===== config.mk =====
export PLATFORM = sky130hd
export DESIGN_NAME = three_wire_serial_master_core
export DESIGN_NICKNAME = d
export VERILOG_FILES = /design/src/rtl/tws_pkg.sv /design/src/rtl/tws_seq.sv /design/src/rtl/tws_out_reg.sv /design/src/rtl/three_wire_serial_master_core.sv
export SDC_FILE = /design/constraint.sdc
export NUM_CORES = 1
export LEC_CHECK = 0
export BUFFER_PORTS_ARGS = -buffer_cell sky130_fd_sc_hd__clkbuf_2
export CAP_MARGIN = 5
export CELL_PAD_IN_SITES_DETAIL_PLACEMENT = 1
export CELL_PAD_IN_SITES_GLOBAL_PLACEMENT = 2
export CORE_MARGIN = 2
export CORE_UTILIZATION = 35
export CTS_BUF_LIST = sky130_fd_sc_hd__clkbuf_16
export DETAILED_ROUTE_END_ITERATION = 7
export PLACE_DENSITY = 0.84
export SLEW_MARGIN = 20
export SYNTH_ARGS = -nofsm -noshare
export SYNTH_HDL_FRONTEND = slang
export SYNTH_HIERARCHICAL = 1
export SYNTH_SLANG_ARGS = --single-unit

===== constraint.sdc =====
create_clock -name clk -period 2.9 [get_ports clk]
set_input_delay 0.29 -clock clk [delete_from_list [all_inputs] [get_ports clk]]
set_output_delay 0.29 -clock clk [all_outputs]
set_load 0.1 [all_outputs]

===== src/rtl/tws_pkg.sv =====
`default_nettype none

package tws_pkg;

  // Width and reset value of the half period register.
  localparam int unsigned CFG_W = 16;
  localparam logic [CFG_W-1:0] HALF_PERIOD_RESET = 16'd5;

  // Operation codes of a byte command.
  localparam logic OP_WRITE = 1'b0;
  localparam logic OP_READ  = 1'b1;

  // Bit position of the last bit in a byte.
  localparam logic [2:0] LAST_BIT = 3'd7;

  // Phases of the serial bus sequencer.
  typedef enum logic [2:0] {
    PH_IDLE  = 3'd0,
    PH_START = 3'd1,
    PH_HIGH  = 3'd2,
    PH_LOW   = 3'd3,
    PH_STOP1 = 3'd4,
    PH_STOP2 = 3'd5
  } phase_t;

  // Levels of the serial pins.
  typedef struct packed {
    logic drv;
    logic dout;
    logic stb;
    logic clk;
  } pins_t;

  localparam pins_t PINS_RESET = '{drv: 1'b0, dout: 1'b1, stb: 1'b1, clk: 1'b1};

  // One input tick.
  typedef struct packed {
    logic       cmd_valid;
    logic       operation;
    logic [7:0] write_value;
    logic       begin_frame;
    logic       end_frame;
    logic       dat_pin_in;
  } in_t;

  // One result tick.
  typedef struct packed {
    logic       clk_pin;
    logic       stb_pin;
    logic       dat_pin_out;
    logic       dat_drive;
    logic       busy_res;
    logic       read_valid;
    logic [7:0] read_value;
  } out_t;

endpackage

`default_nettype wire


===== src/rtl/tws_seq.sv =====
`default_nettype none

module tws_seq #(
  parameter int unsigned WAIT_WIDTH = 16
) (
  input  wire logic                      clk,
  input  wire logic                      rst_n,
  input  wire logic                      step_en,
  input  wire logic                      cfg_we,
  input  wire logic [tws_pkg::CFG_W-1:0] cfg_data,
  input  wire tws_pkg::in_t              in_data,
  output tws_pkg::out_t                  result
);
  import tws_pkg::*;

  logic [CFG_W-1:0]      half_r;
  phase_t                phase_r, phase_nxt;
  logic [2:0]            bit_r, bit_nxt;
  logic [WAIT_WIDTH-1:0] wait_r, wait_nxt;
  logic [7:0]            shift_r, shift_nxt;
  logic                  reading_r, reading_nxt;
  logic                  stop_r, stop_nxt;
  pins_t                 pins_r, pins_nxt;

  logic [WAIT_WIDTH-1:0] load_raw;
  logic [WAIT_WIDTH-1:0] load_val;
  logic                  busy;
  logic                  expired;
  logic                  go_high;
  logic                  load;

  // Fit the half period to the wait counter width.
  generate
    if (WAIT_WIDTH == CFG_W) begin : g_same
      assign load_raw = half_r;
    end else if (WAIT_WIDTH > CFG_W) begin : g_wide
      assign load_raw = {{(WAIT_WIDTH-CFG_W){1'b0}}, half_r};
    end else begin : g_narrow
      assign load_raw = half_r[WAIT_WIDTH-1:0];
    end
  endgenerate

  // A zero half period counts as one tick.
  assign load_val = (load_raw == '0) ? {{(WAIT_WIDTH-1){1'b0}}, 1'b1} : load_raw;

  assign busy    = (phase_r != PH_IDLE);
  assign expired = busy && (wait_r <= {{(WAIT_WIDTH-1){1'b0}}, 1'b1});

  // Next state of the sequencer for this tick.
  always_comb begin
    phase_nxt   = phase_r;
    bit_nxt     = bit_r;
    wait_nxt    = wait_r;
    shift_nxt   = shift_r;
    reading_nxt = reading_r;
    stop_nxt    = stop_r;
    pins_nxt    = pins_r;
    go_high     = 1'b0;
    load        = 1'b0;

    if (!busy) begin
      if (in_data.cmd_valid) begin
        reading_nxt = (in_data.operation == OP_READ);
        shift_nxt   = (in_data.operation == OP_READ) ? 8'h00 : in_data.write_value;
        stop_nxt    = in_data.end_frame;
        bit_nxt     = 3'd0;
        if (in_data.begin_frame) begin
          pins_nxt.stb = 1'b0;
          phase_nxt    = PH_START;
          load         = 1'b1;
        end else begin
          go_high = 1'b1;
        end
      end
    end else if (expired) begin
      wait_nxt = '0;
    end else begin
      wait_nxt = wait_r - {{(WAIT_WIDTH-1){1'b0}}, 1'b1};
    end

    if (expired) begin
      unique case (phase_r)
        PH_START: begin
          go_high = 1'b1;
        end
        PH_HIGH: begin
          if (reading_r) begin
            shift_nxt = {in_data.dat_pin_in, shift_r[7:1]};
          end
          pins_nxt.clk = 1'b0;
          phase_nxt    = PH_LOW;
          load         = 1'b1;
        end
        PH_LOW: begin
          if (bit_r == LAST_BIT) begin
            bit_nxt = 3'd0;
            if (stop_r) begin
              pins_nxt.clk = 1'b1;
              phase_nxt    = PH_STOP1;
              load         = 1'b1;
            end else begin
              phase_nxt = PH_IDLE;
            end
          end else begin
            bit_nxt = bit_r + 3'd1;
            if (!reading_r) begin
              shift_nxt = {1'b0, shift_r[7:1]};
            end
            go_high = 1'b1;
          end
        end
        PH_STOP1: begin
          pins_nxt.stb  = 1'b1;
          pins_nxt.dout = 1'b1;
          pins_nxt.drv  = 1'b0;
          phase_nxt     = PH_STOP2;
          load          = 1'b1;
        end
        PH_STOP2: begin
          stop_nxt  = 1'b0;
          phase_nxt = PH_IDLE;
        end
        default: begin
          phase_nxt = PH_IDLE;
        end
      endcase
    end

    // Enter the clock-high half of a bit.
    if (go_high) begin
      pins_nxt.dout = reading_nxt ? 1'b1 : shift_nxt[0];
      pins_nxt.drv  = !reading_nxt;
      pins_nxt.clk  = 1'b1;
      phase_nxt     = PH_HIGH;
      load          = 1'b1;
    end

    if (load) begin
      wait_nxt = load_val;
    end
  end

  // Result of this tick: pin levels after the action and read completion.
  always_comb begin
    result.clk_pin     = pins_nxt.clk;
    result.stb_pin     = pins_nxt.stb;
    result.dat_pin_out = pins_nxt.dout;
    result.dat_drive   = pins_nxt.drv;
    result.busy_res    = busy;
    result.read_valid  = expired && (phase_r == PH_LOW) && (bit_r == LAST_BIT) && reading_r;
    result.read_value  = result.read_valid ? shift_r : 8'h00;
  end

  // Configuration register.
  always_ff @(posedge clk) begin
    if (!rst_n) begin
      half_r <= HALF_PERIOD_RESET;
    end else if (cfg_we) begin
      half_r <= cfg_data;
    end
  end

  // Sequencer state advances once per accepted tick.
  always_ff @(posedge clk) begin
    if (!rst_n) begin
      phase_r   <= PH_IDLE;
      bit_r     <= 3'd0;
      wait_r    <= '0;
      shift_r   <= 8'h00;
      reading_r <= 1'b0;
      stop_r    <= 1'b0;
      pins_r    <= PINS_RESET;
    end else if (step_en) begin
      phase_r   <= phase_nxt;
      bit_r     <= bit_nxt;
      wait_r    <= wait_nxt;
      shift_r   <= shift_nxt;
      reading_r <= reading_nxt;
      stop_r    <= stop_nxt;
      pins_r    <= pins_nxt;
    end
  end

endmodule

`default_nettype wire


===== src/rtl/tws_out_reg.sv =====
`default_nettype none

module tws_out_reg (
  input  wire logic          clk,
  input  wire logic          rst_n,
  input  wire logic          load,
  input  wire tws_pkg::out_t load_data,
  output logic               can_load,
  output logic               out_valid,
  input  wire logic          out_ready,
  output tws_pkg::out_t      out_data
);
  import tws_pkg::*;

  logic valid_r;
  out_t data_r;

  // A new result may enter when the register is empty or is being drained.
  assign can_load  = !valid_r || out_ready;
  assign out_valid = valid_r;
  assign out_data  = data_r;

  // Valid flag of the held result.
  always_ff @(posedge clk) begin
    if (!rst_n) begin
      valid_r <= 1'b0;
    end else if (load) begin
      valid_r <= 1'b1;
    end else if (out_ready) begin
      valid_r <= 1'b0;
    end
  end

  // Result payload.
  always_ff @(posedge clk) begin
    if (load) begin
      data_r <= load_data;
    end
  end

endmodule

`default_nettype wire


===== src/rtl/three_wire_serial_master_core.sv =====
// Three-wire serial master, one request per tick of the half period timer.
// The result of a request is registered and shown in the cycle after it is accepted.
// Throughput: one request per cycle; the sequencer state is one register stage.
// A full result register only stalls input while its result is not taken.
// Reset (synchronous, active low) sets clock and strobe high, releases data,
// returns the sequencer to idle and loads a half period of 5 ticks.
`default_nettype none

module three_wire_serial_master_core #(
  parameter int unsigned WAIT_WIDTH = 16
) (
  input  wire logic                      clk,
  input  wire logic                      rst_n,
  input  wire logic                      in_valid,
  output logic                           in_ready,
  input  wire tws_pkg::in_t              in_data,
  output logic                           out_valid,
  input  wire logic                      out_ready,
  output tws_pkg::out_t                  out_data,
  input  wire logic                      cfg_valid,
  output logic                           cfg_ready,
  input  wire logic [tws_pkg::CFG_W-1:0] cfg_data
);
  import tws_pkg::*;

  out_t step_result;
  logic step_en;

  // Configuration writes are always taken.
  assign cfg_ready = 1'b1;
  assign step_en   = in_valid && in_ready;

  // Bus sequencer.
  tws_seq #(
    .WAIT_WIDTH(WAIT_WIDTH)
  ) u_seq (
    .clk     (clk),
    .rst_n   (rst_n),
    .step_en (step_en),
    .cfg_we  (cfg_valid && cfg_ready),
    .cfg_data(cfg_data),
    .in_data (in_data),
    .result  (step_result)
  );

  // Result register.
  tws_out_reg u_out (
    .clk      (clk),
    .rst_n    (rst_n),
    .load     (step_en),
    .load_data(step_result),
    .can_load (in_ready),
    .out_valid(out_valid),
    .out_ready(out_ready),
    .out_data (out_data)
  );

endmodule

`default_nettype wire


==> results of run 1 <==
-- routing by layer --
layer,track usage (%),routed length (microns),up-vias
met3,3.822,369,14
met5,0,0,-
met4,6.853,148,0
met2,32.52,4725,69
li1,-,-,1519
met1,24.27,4550,1525
-- layout make-up --
type	count	area (sq um)
clock buffer	9	225.2
clock inverter	7	66.31
fill	1158	5615
inverter	6	22.52
multi-input combinational	289	1884
sequential	67	1481
tap	133	166.4
timing repair buffer	58	312.8
-- tightest hold or removal path: stages --
cell and delay [ns]:
clkbuf_2 0.08, mux2i_1 0.05, nand2_1 0.06
-- sequential cells by signal (all words and copies together) (netlist names) --
signal,count
u_seq/bit_r,3
u_seq/shift_r,8
u_out/out_valid,1
u_seq/wait_r,16
u_seq/phase_r,3
u_out/out_data,14
u_seq/half_r,16
u_seq/stop_r,1
u_seq/pins_r,4
u_seq/reading_r,1
-- through the flow --
stage	total power, uW	cell area [sq um]	std cells
after global routing	2841	4159	569
final	2719	4159	569
after global placement	1643	3864	553
after detailed placement	1655	3864	553
after floorplan	1512	3508	390
after CTS	2746	4155	569
-- power groups by stage --
stage               Combinational, uW  Clock (uW)  Sequential [uW]
floorplan                         365           0             1150
global placement                  552           0             1090
detailed placement                562           0             1090
CTS                               568        1100             1070
global route                      619        1140             1080
finish                            565        1080             1070
-- synth_stat cells (4+ instances only) --
library cell / number
xor2_1: 5
or3_1: 4
nand2_1: 25
nor3_1: 13
nand4_1: 4
and2_1: 9
a31oi_1: 4
ha_1: 4
inv_1: 4
nor2_1: 42
mux2i_1: 20
nor4_1: 8
nor2b_1: 6
xnor2_1: 7
o211ai_1: 4
a22oi_1: 5
nand3_1: 14
a21oi_1: 23
edfxtp_1: 14
dfxtp_1: 53
a221oi_1: 14
o21ai_0: 31
clkbuf_1: 22
o21a_1: 6
-- kinds of logic after synthesis --
logic type,Yosys count,share of synthesized area [%]
simple gates,149,24.00
compound gates,103,19.37
flops,67,42.23
buf+inv,34,4.172
mux,20,5.706
xor+xnor,12,2.996
fa+ha+maj,4,1.427
other cells,1,0.1069
-- worst max path at each step --
stage                                start                to  cells past startpoint
after floorplan            u_out/out_valid  u_seq/wait_r[10]                      8
final                      u_seq/wait_r[1]    u_seq/bit_r[0]                      7
after global routing       u_seq/wait_r[1]   u_seq/pins_r[2]                      7
after CTS                  u_seq/wait_r[0]    u_seq/bit_r[0]                      7
after global placement    u_seq/phase_r[0]   u_seq/wait_r[1]                      4
after detailed placement   u_seq/wait_r[1]    u_seq/bit_r[0]                      7
==> impl_metrics.env, run 1 <==
export IMPL_crit_type="register to register"
export IMPL_min_period_over_period_pct=83.66
export IMPL_setup_viol=0
export IMPL_firstDrtPassIters=4
export IMPL_postRouteWirelength_microns=9794
export IMPL_routedWlPerCell_microns=17.21
export IMPL_io_buffers=49
export IMPL_crit_fanout=16
export IMPL_rows=36
export IMPL_clkSinkCount=67
export IMPL_dp_hpwl_microns=6812
export IMPL_yosysTopAreaCell="dfxtp_1"
export IMPL_synth_top_cell_area_share_pct=30.24
export IMPL_cts_setup_buffers=0
export IMPL_min_period_ns=2.426
export IMPL_syn_area_per_cell_sq_um=8.996
export IMPL_tns_ns=0
export IMPL_routed_via_density=5.496
export IMPL_path_cells="inv_1, ha_1, nor2_1, nand3b_2, or3_4, or3_1, a21oi_1"
export IMPL_ys_flop_type="dfxtp_1"
export IMPL_cts_max_level=3
export IMPL_hold_buffers=0
export IMPL_pin_count=51
export IMPL_synth_area_leaders="dfxtp_1 30%, edfxtp_1 12%, mux2i_1 5.7%"
export IMPL_synth_yosys_seq_area_share_pct=42.23
export IMPL_power_frac_clock_pct=39.7
export IMPL_ys_types=62
export IMPL_vdd_drop_max_mv=0.2810
export IMPL_synth_edf_count=14
export IMPL_worstHoldEndpoint="u_seq/half_r[0]"
export IMPL_final_cell_mix="53 x dfxtp_1, 49 x clkbuf_2, 42 x nor2_1"
export IMPL_drive_gt1_share_pct=20.87
export IMPL_start_util_pct=35.89
export IMPL_cts_resized=0
export IMPL_rsz0062_at_grt="false"
export IMPL_final_nets=469
export IMPL_worst_r2r_endpoint="u_seq/bit_r[0]"
export IMPL_syn_cell_area_sq_mm=0.003508
export IMPL_hold_viol_final=0
export IMPL_clock_fmax_mhz=412.2
export IMPL_yosys_register_bits=67
export IMPL_place_ws_ns=0.4868
export IMPL_path_delay_family="simple AND/OR/NAND/NOR gates"
export IMPL_grt_max_degree=30
export IMPL_slowest_delay_ns=0.51
export IMPL_hold_slack_ns=0.1728
export IMPL_cp_end_kind="register"
export IMPL_p_leak_uw=0.001643
export IMPL_fin_skew_ns=0.007228
export IMPL_finalWorstSetupSlack_ns=0.4738
export IMPL_clk_pin_slew_ns=0.06
export IMPL_yosys_warnings=6
export IMPL_final_max_slew_viol_count=0
export IMPL_antenna_found_initial=0
export IMPL_reg2reg_from="u_seq/wait_r[1]"
export IMPL_holdPathStages=3
export IMPL_grt_pass1_vias=3263
export IMPL_worstPathArrival_ns=2.68
export IMPL_n_antenna_cell=0
export IMPL_tightest_slew_ns=0.6827
export IMPL_fin_util_pct=42.55
export IMPL_cts_tree="yes"
export IMPL_place_gp_congestion=0.7786
export IMPL_numCtsBuffers=9
export IMPL_die_h_microns=104.1
export IMPL_power_density_mw_per_mm2=653.9
export IMPL_status="completed"
export IMPL_die_w_microns=104.1
export IMPL_combPwrFrac_pct=20.8
export IMPL_area_delta_synth_final_pct=18.54
export IMPL_cp_slowest_cell="or3_4"
export IMPL_num_vias=3127
export IMPL_syn_inst=390
export IMPL_clockRootBuffer="clkbuf_16"
export IMPL_p_int_uw=1864
export IMPL_r2r_cells=7
export IMPL_crit_required_ns=3.16
export IMPL_track_usage_pct=19.20
export IMPL_worst_hold_path_type="input port to register"
export IMPL_p_seq_share_pct=39.5
export IMPL_hp_start="cfg_data[0]"
export IMPL_cap_violations=0
export IMPL_core_area_sq_mm=0.009774
export IMPL_clock_latency_ns=0.33
export IMPL_final_antenna_net_count=0
export IMPL_overflow=0
export IMPL_critical_path_buf_inv_count=1
export IMPL_rrSetupSlack_ns=0.47
export IMPL_drc=0
export IMPL_slew_headroom_pct=54.48
export IMPL_p_sw_uw=855.6
export IMPL_swShare_pct=31.46
export IMPL_dieArea_sq_mm=0.01084
export IMPL_drtIter0Drc=127
export IMPL_grt_pass1_wl_microns=16800
export IMPL_final_common_cell="dfxtp_1"
export IMPL_synth_fp_nets=428
export IMPL_synth_async_sr_flop_share_pct=0
export IMPL_clk_path_buf_depth=2
export IMPL_start_kind="register"
(Power assumes the default switching activity.)
==> inputs of run 2 (changes only) <==
--- a/config.mk
+++ b/config.mk
@@ -5,15 +5,16 @@
 export SDC_FILE = /design/constraint.sdc
 export NUM_CORES = 1
 export LEC_CHECK = 0
+export ABC_AREA = 1
 export BUFFER_PORTS_ARGS = -buffer_cell sky130_fd_sc_hd__clkbuf_2
 export CAP_MARGIN = 5
 export CELL_PAD_IN_SITES_DETAIL_PLACEMENT = 1
 export CELL_PAD_IN_SITES_GLOBAL_PLACEMENT = 2
 export CORE_MARGIN = 2
-export CORE_UTILIZATION = 35
+export CORE_UTILIZATION = 29
 export CTS_BUF_LIST = sky130_fd_sc_hd__clkbuf_16
 export DETAILED_ROUTE_END_ITERATION = 7
-export PLACE_DENSITY = 0.84
+export PLACE_DENSITY = 0.8
 export SLEW_MARGIN = 20
 export SYNTH_ARGS = -nofsm -noshare
 export SYNTH_HDL_FRONTEND = slang
==> constraint.sdc (replaced) <==
create_clock -name clk -period 2.2 [get_ports clk]
set_input_delay 0.22 -clock clk [delete_from_list [all_inputs] [get_ports clk]]
set_output_delay 0.22 -clock clk [all_outputs]
set_load 0.1 [all_outputs]
==> run 2 against run 1 <==
Via count up 23%. Fmax up 22%. Combinational power up 70%. Largest cell class unchanged. Clock power up 36%. Critical path depth up 5. Wire length up 22%.
==> impl_metrics.env, run 2 <==
export IMPL_yosysTopAreaCell="dfxtp_1"
export IMPL_syn_inst=583
export IMPL_firstDrtPassIters=4
export IMPL_place_ws_ns=0.2111
export IMPL_die_h_microns=121.3
export IMPL_fin_skew_ns=0.007276
export IMPL_numCtsBuffers=9
export IMPL_start_kind="register"
export IMPL_yosys_warnings=6
export IMPL_crit_fanout=8
export IMPL_num_vias=3842
export IMPL_yosysMostFrequentCell="nand2_1"
export IMPL_worstPathArrival_ns=2.19
export IMPL_path_delay_family="simple AND/OR/NAND/NOR gates"
export IMPL_track_usage_pct=17.45
export IMPL_cp_end_kind="register"
export IMPL_synth_area_leaders="dfxtp_1 27%, nand2_1 11%, edfxtp_1 11%"
export IMPL_final_max_slew_viol_count=0
export IMPL_dieArea_sq_mm=0.01471
export IMPL_min_period_ns=1.993
export IMPL_drc=0
export IMPL_cp_slowest_cell="dfxtp_1"
export IMPL_syn_cell_area_sq_mm=0.003990
export IMPL_synth_yosys_seq_area_share_pct=37.13
export IMPL_drtIter0Drc=109
export IMPL_finalWorstSetupSlack_ns=0.2075
export IMPL_worst_hold_path_type="input port to register"
export IMPL_fin_area_sq_mm=0.004720
export IMPL_area_delta_synth_final_pct=18.28
export IMPL_synth_async_sr_flop_share_pct=0
export IMPL_grt_pass1_vias=4127
export IMPL_final_antenna_net_count=0
export IMPL_place_gp_congestion=0.8723
export IMPL_clk_path_buf_depth=2
export IMPL_power_density_mw_per_mm2=817.7
export IMPL_clk_pin_slew_ns=0.06
export IMPL_pin_count=51
export IMPL_yosys_register_bits=67
export IMPL_total_power_uw=3859
export IMPL_io_buffers=49
export IMPL_start_util_pct=29.89
export IMPL_critical_path_buf_inv_count=3
export IMPL_routed_via_density=4.737
export IMPL_place_area_sq_mm=0.004408
export IMPL_ys_flop_type="dfxtp_1"
export IMPL_die_w_microns=121.3
export IMPL_vdd_drop_max_mv=0.3587
export IMPL_status="completed"
export IMPL_cts_max_level=3
export IMPL_grt_pass1_wl_microns=19980
export IMPL_setup_viol=0
export IMPL_clockRootBuffer="clkbuf_16"
export IMPL_final_common_cell="nand2_1"
export IMPL_crit_required_ns=2.39
export IMPL_final_cell_mix="120 x nand2_1, 79 x inv_1, 70 x nor2_1"
export IMPL_dp_hpwl_microns=8924
export IMPL_p_leak_uw=0.002246
export IMPL_crit_top_cell="nand2_1"
export IMPL_rsz0062_at_grt="false"
export IMPL_cts_setup_buffers=0
export IMPL_clock_fmax_mhz=501.9
export IMPL_n_antenna_cell=0
export IMPL_path_cells="inv_1, ha_1, inv_2, nand2_1, nand2_1, nor2_2, nand2_4, nor2_2, nand2_1, nor3_2, inv_2, nor2_1"
export IMPL_tightest_slew_ns=0.5457
export IMPL_slew_headroom_pct=63.77
export IMPL_clkSinkCount=67
export IMPL_antenna_found_initial=0
export IMPL_min_period_over_period_pct=90.57
export IMPL_drive_gt1_share_pct=20.16
export IMPL_ys_types=40
export IMPL_tns_ns=0
export IMPL_synth_top_cell_area_share_pct=26.59
export IMPL_hold_viol_final=0
export IMPL_hold_slack_ns=0.1020
export IMPL_routedWlPerCell_microns=14.69
export IMPL_synthTopCellsByCount="120 x nand2_1, 79 x inv_1, 73 x nor2_1, 53 x a21oi_1, 53 x dfxtp_1"
export IMPL_syn_area_per_cell_sq_um=6.844
export IMPL_cap_violations=0
export IMPL_grt_max_degree=32
export IMPL_crit_type="register to register"
export IMPL_clock_latency_ns=0.34
export IMPL_overflow=0
export IMPL_slowest_delay_ns=0.32
export IMPL_postRouteWirelength_microns=11910
export IMPL_core_area_sq_mm=0.01335
export IMPL_rows=42
export IMPL_cts_tree="yes"
export IMPL_final_nets=668
export IMPL_synth_fp_nets=621
export IMPL_synth_edf_count=14
-- run 2: timing repair --
item / 4_1_cts / 5_1_grt
endpoints found under the setup margin: 0 / 3
hold buffers: 0 / 0
gates resized for setup: 0 / 3
-- run 2: per-layer routing --
layer	vias to the layer above	routed length, microns	global-route usage [%]
li1	1950	-	-
met5	-	0	0
met3	20	366	4.088
met4	0	284	7.184
met2	60	6030	32.06
met1	1812	5232	19.16
-- run 2: worst paths after layout --
check / start / end / slack (ns) / depth (start not counted)
setup reg to reg: u_seq/wait_r[0] / u_out/out_data[7] / 0.21 / 12
hold reg to reg: u_seq/bit_r[1] / u_seq/bit_r[1] / 0.47 / 2
setup / recovery: u_seq/wait_r[0] / u_out/out_data[7] / 0.21 / 12
hold / removal: cfg_data[0] / u_seq/half_r[0] / 0.10 / 3
-- run 2: through the flow --
stage,instances,utilization [%]
2_1_floorplan,583,-
3_3_place_gp,795,33.02
3_5_place_dp,795,33.02
4_1_cts,811,35.30
5_1_grt,811,35.36
6_report,811,35.36
-- run 2: logic make-up (layout without fill, tap and decap cells) --
| kind of cell | Yosys count | count (layout) | synth area share [%] |
|---|---|---|---|
| buffers and inverters | 112 | 164 | 11.48 |
| xor gates and xnor gates | 5 | 5 | 1.097 |
| and+or+nand+nor | 291 | 291 | 35.18 |
| AOI/OAI and AO/OA | 103 | 103 | 13.77 |
| other | 1 | 1 | 0.09398 |
| DFF | 67 | 67 | 37.13 |
| adders and majority gates | 4 | 4 | 1.254 |
-- run 2: layout make-up --
cell class | instances | area, sq um
Sequential cell | 67 | 1485
Clock inverter | 6 | 53.80
Fill cell | 1694 | 8628
Timing Repair Buffer | 53 | 275.3
Tap cell | 176 | 220.2
Inverter | 95 | 362.8
Clock buffer | 10 | 250.2
Multi-Input combinational cell | 404 | 2072
-- run 2: tightest hold or removal path: stages --
cell and delay (ns):
clkbuf_2 0.08, a21oi_1 0.05, o21ai_0 0.05
-- run 2: power by group --
group          switching, uW  internal (uW)  total, uW  leakage [uW]
Combinational            685            273        958       0.00152
Clock                    543            932       1470      0.000153
Sequential              78.6           1350       1430      0.000577
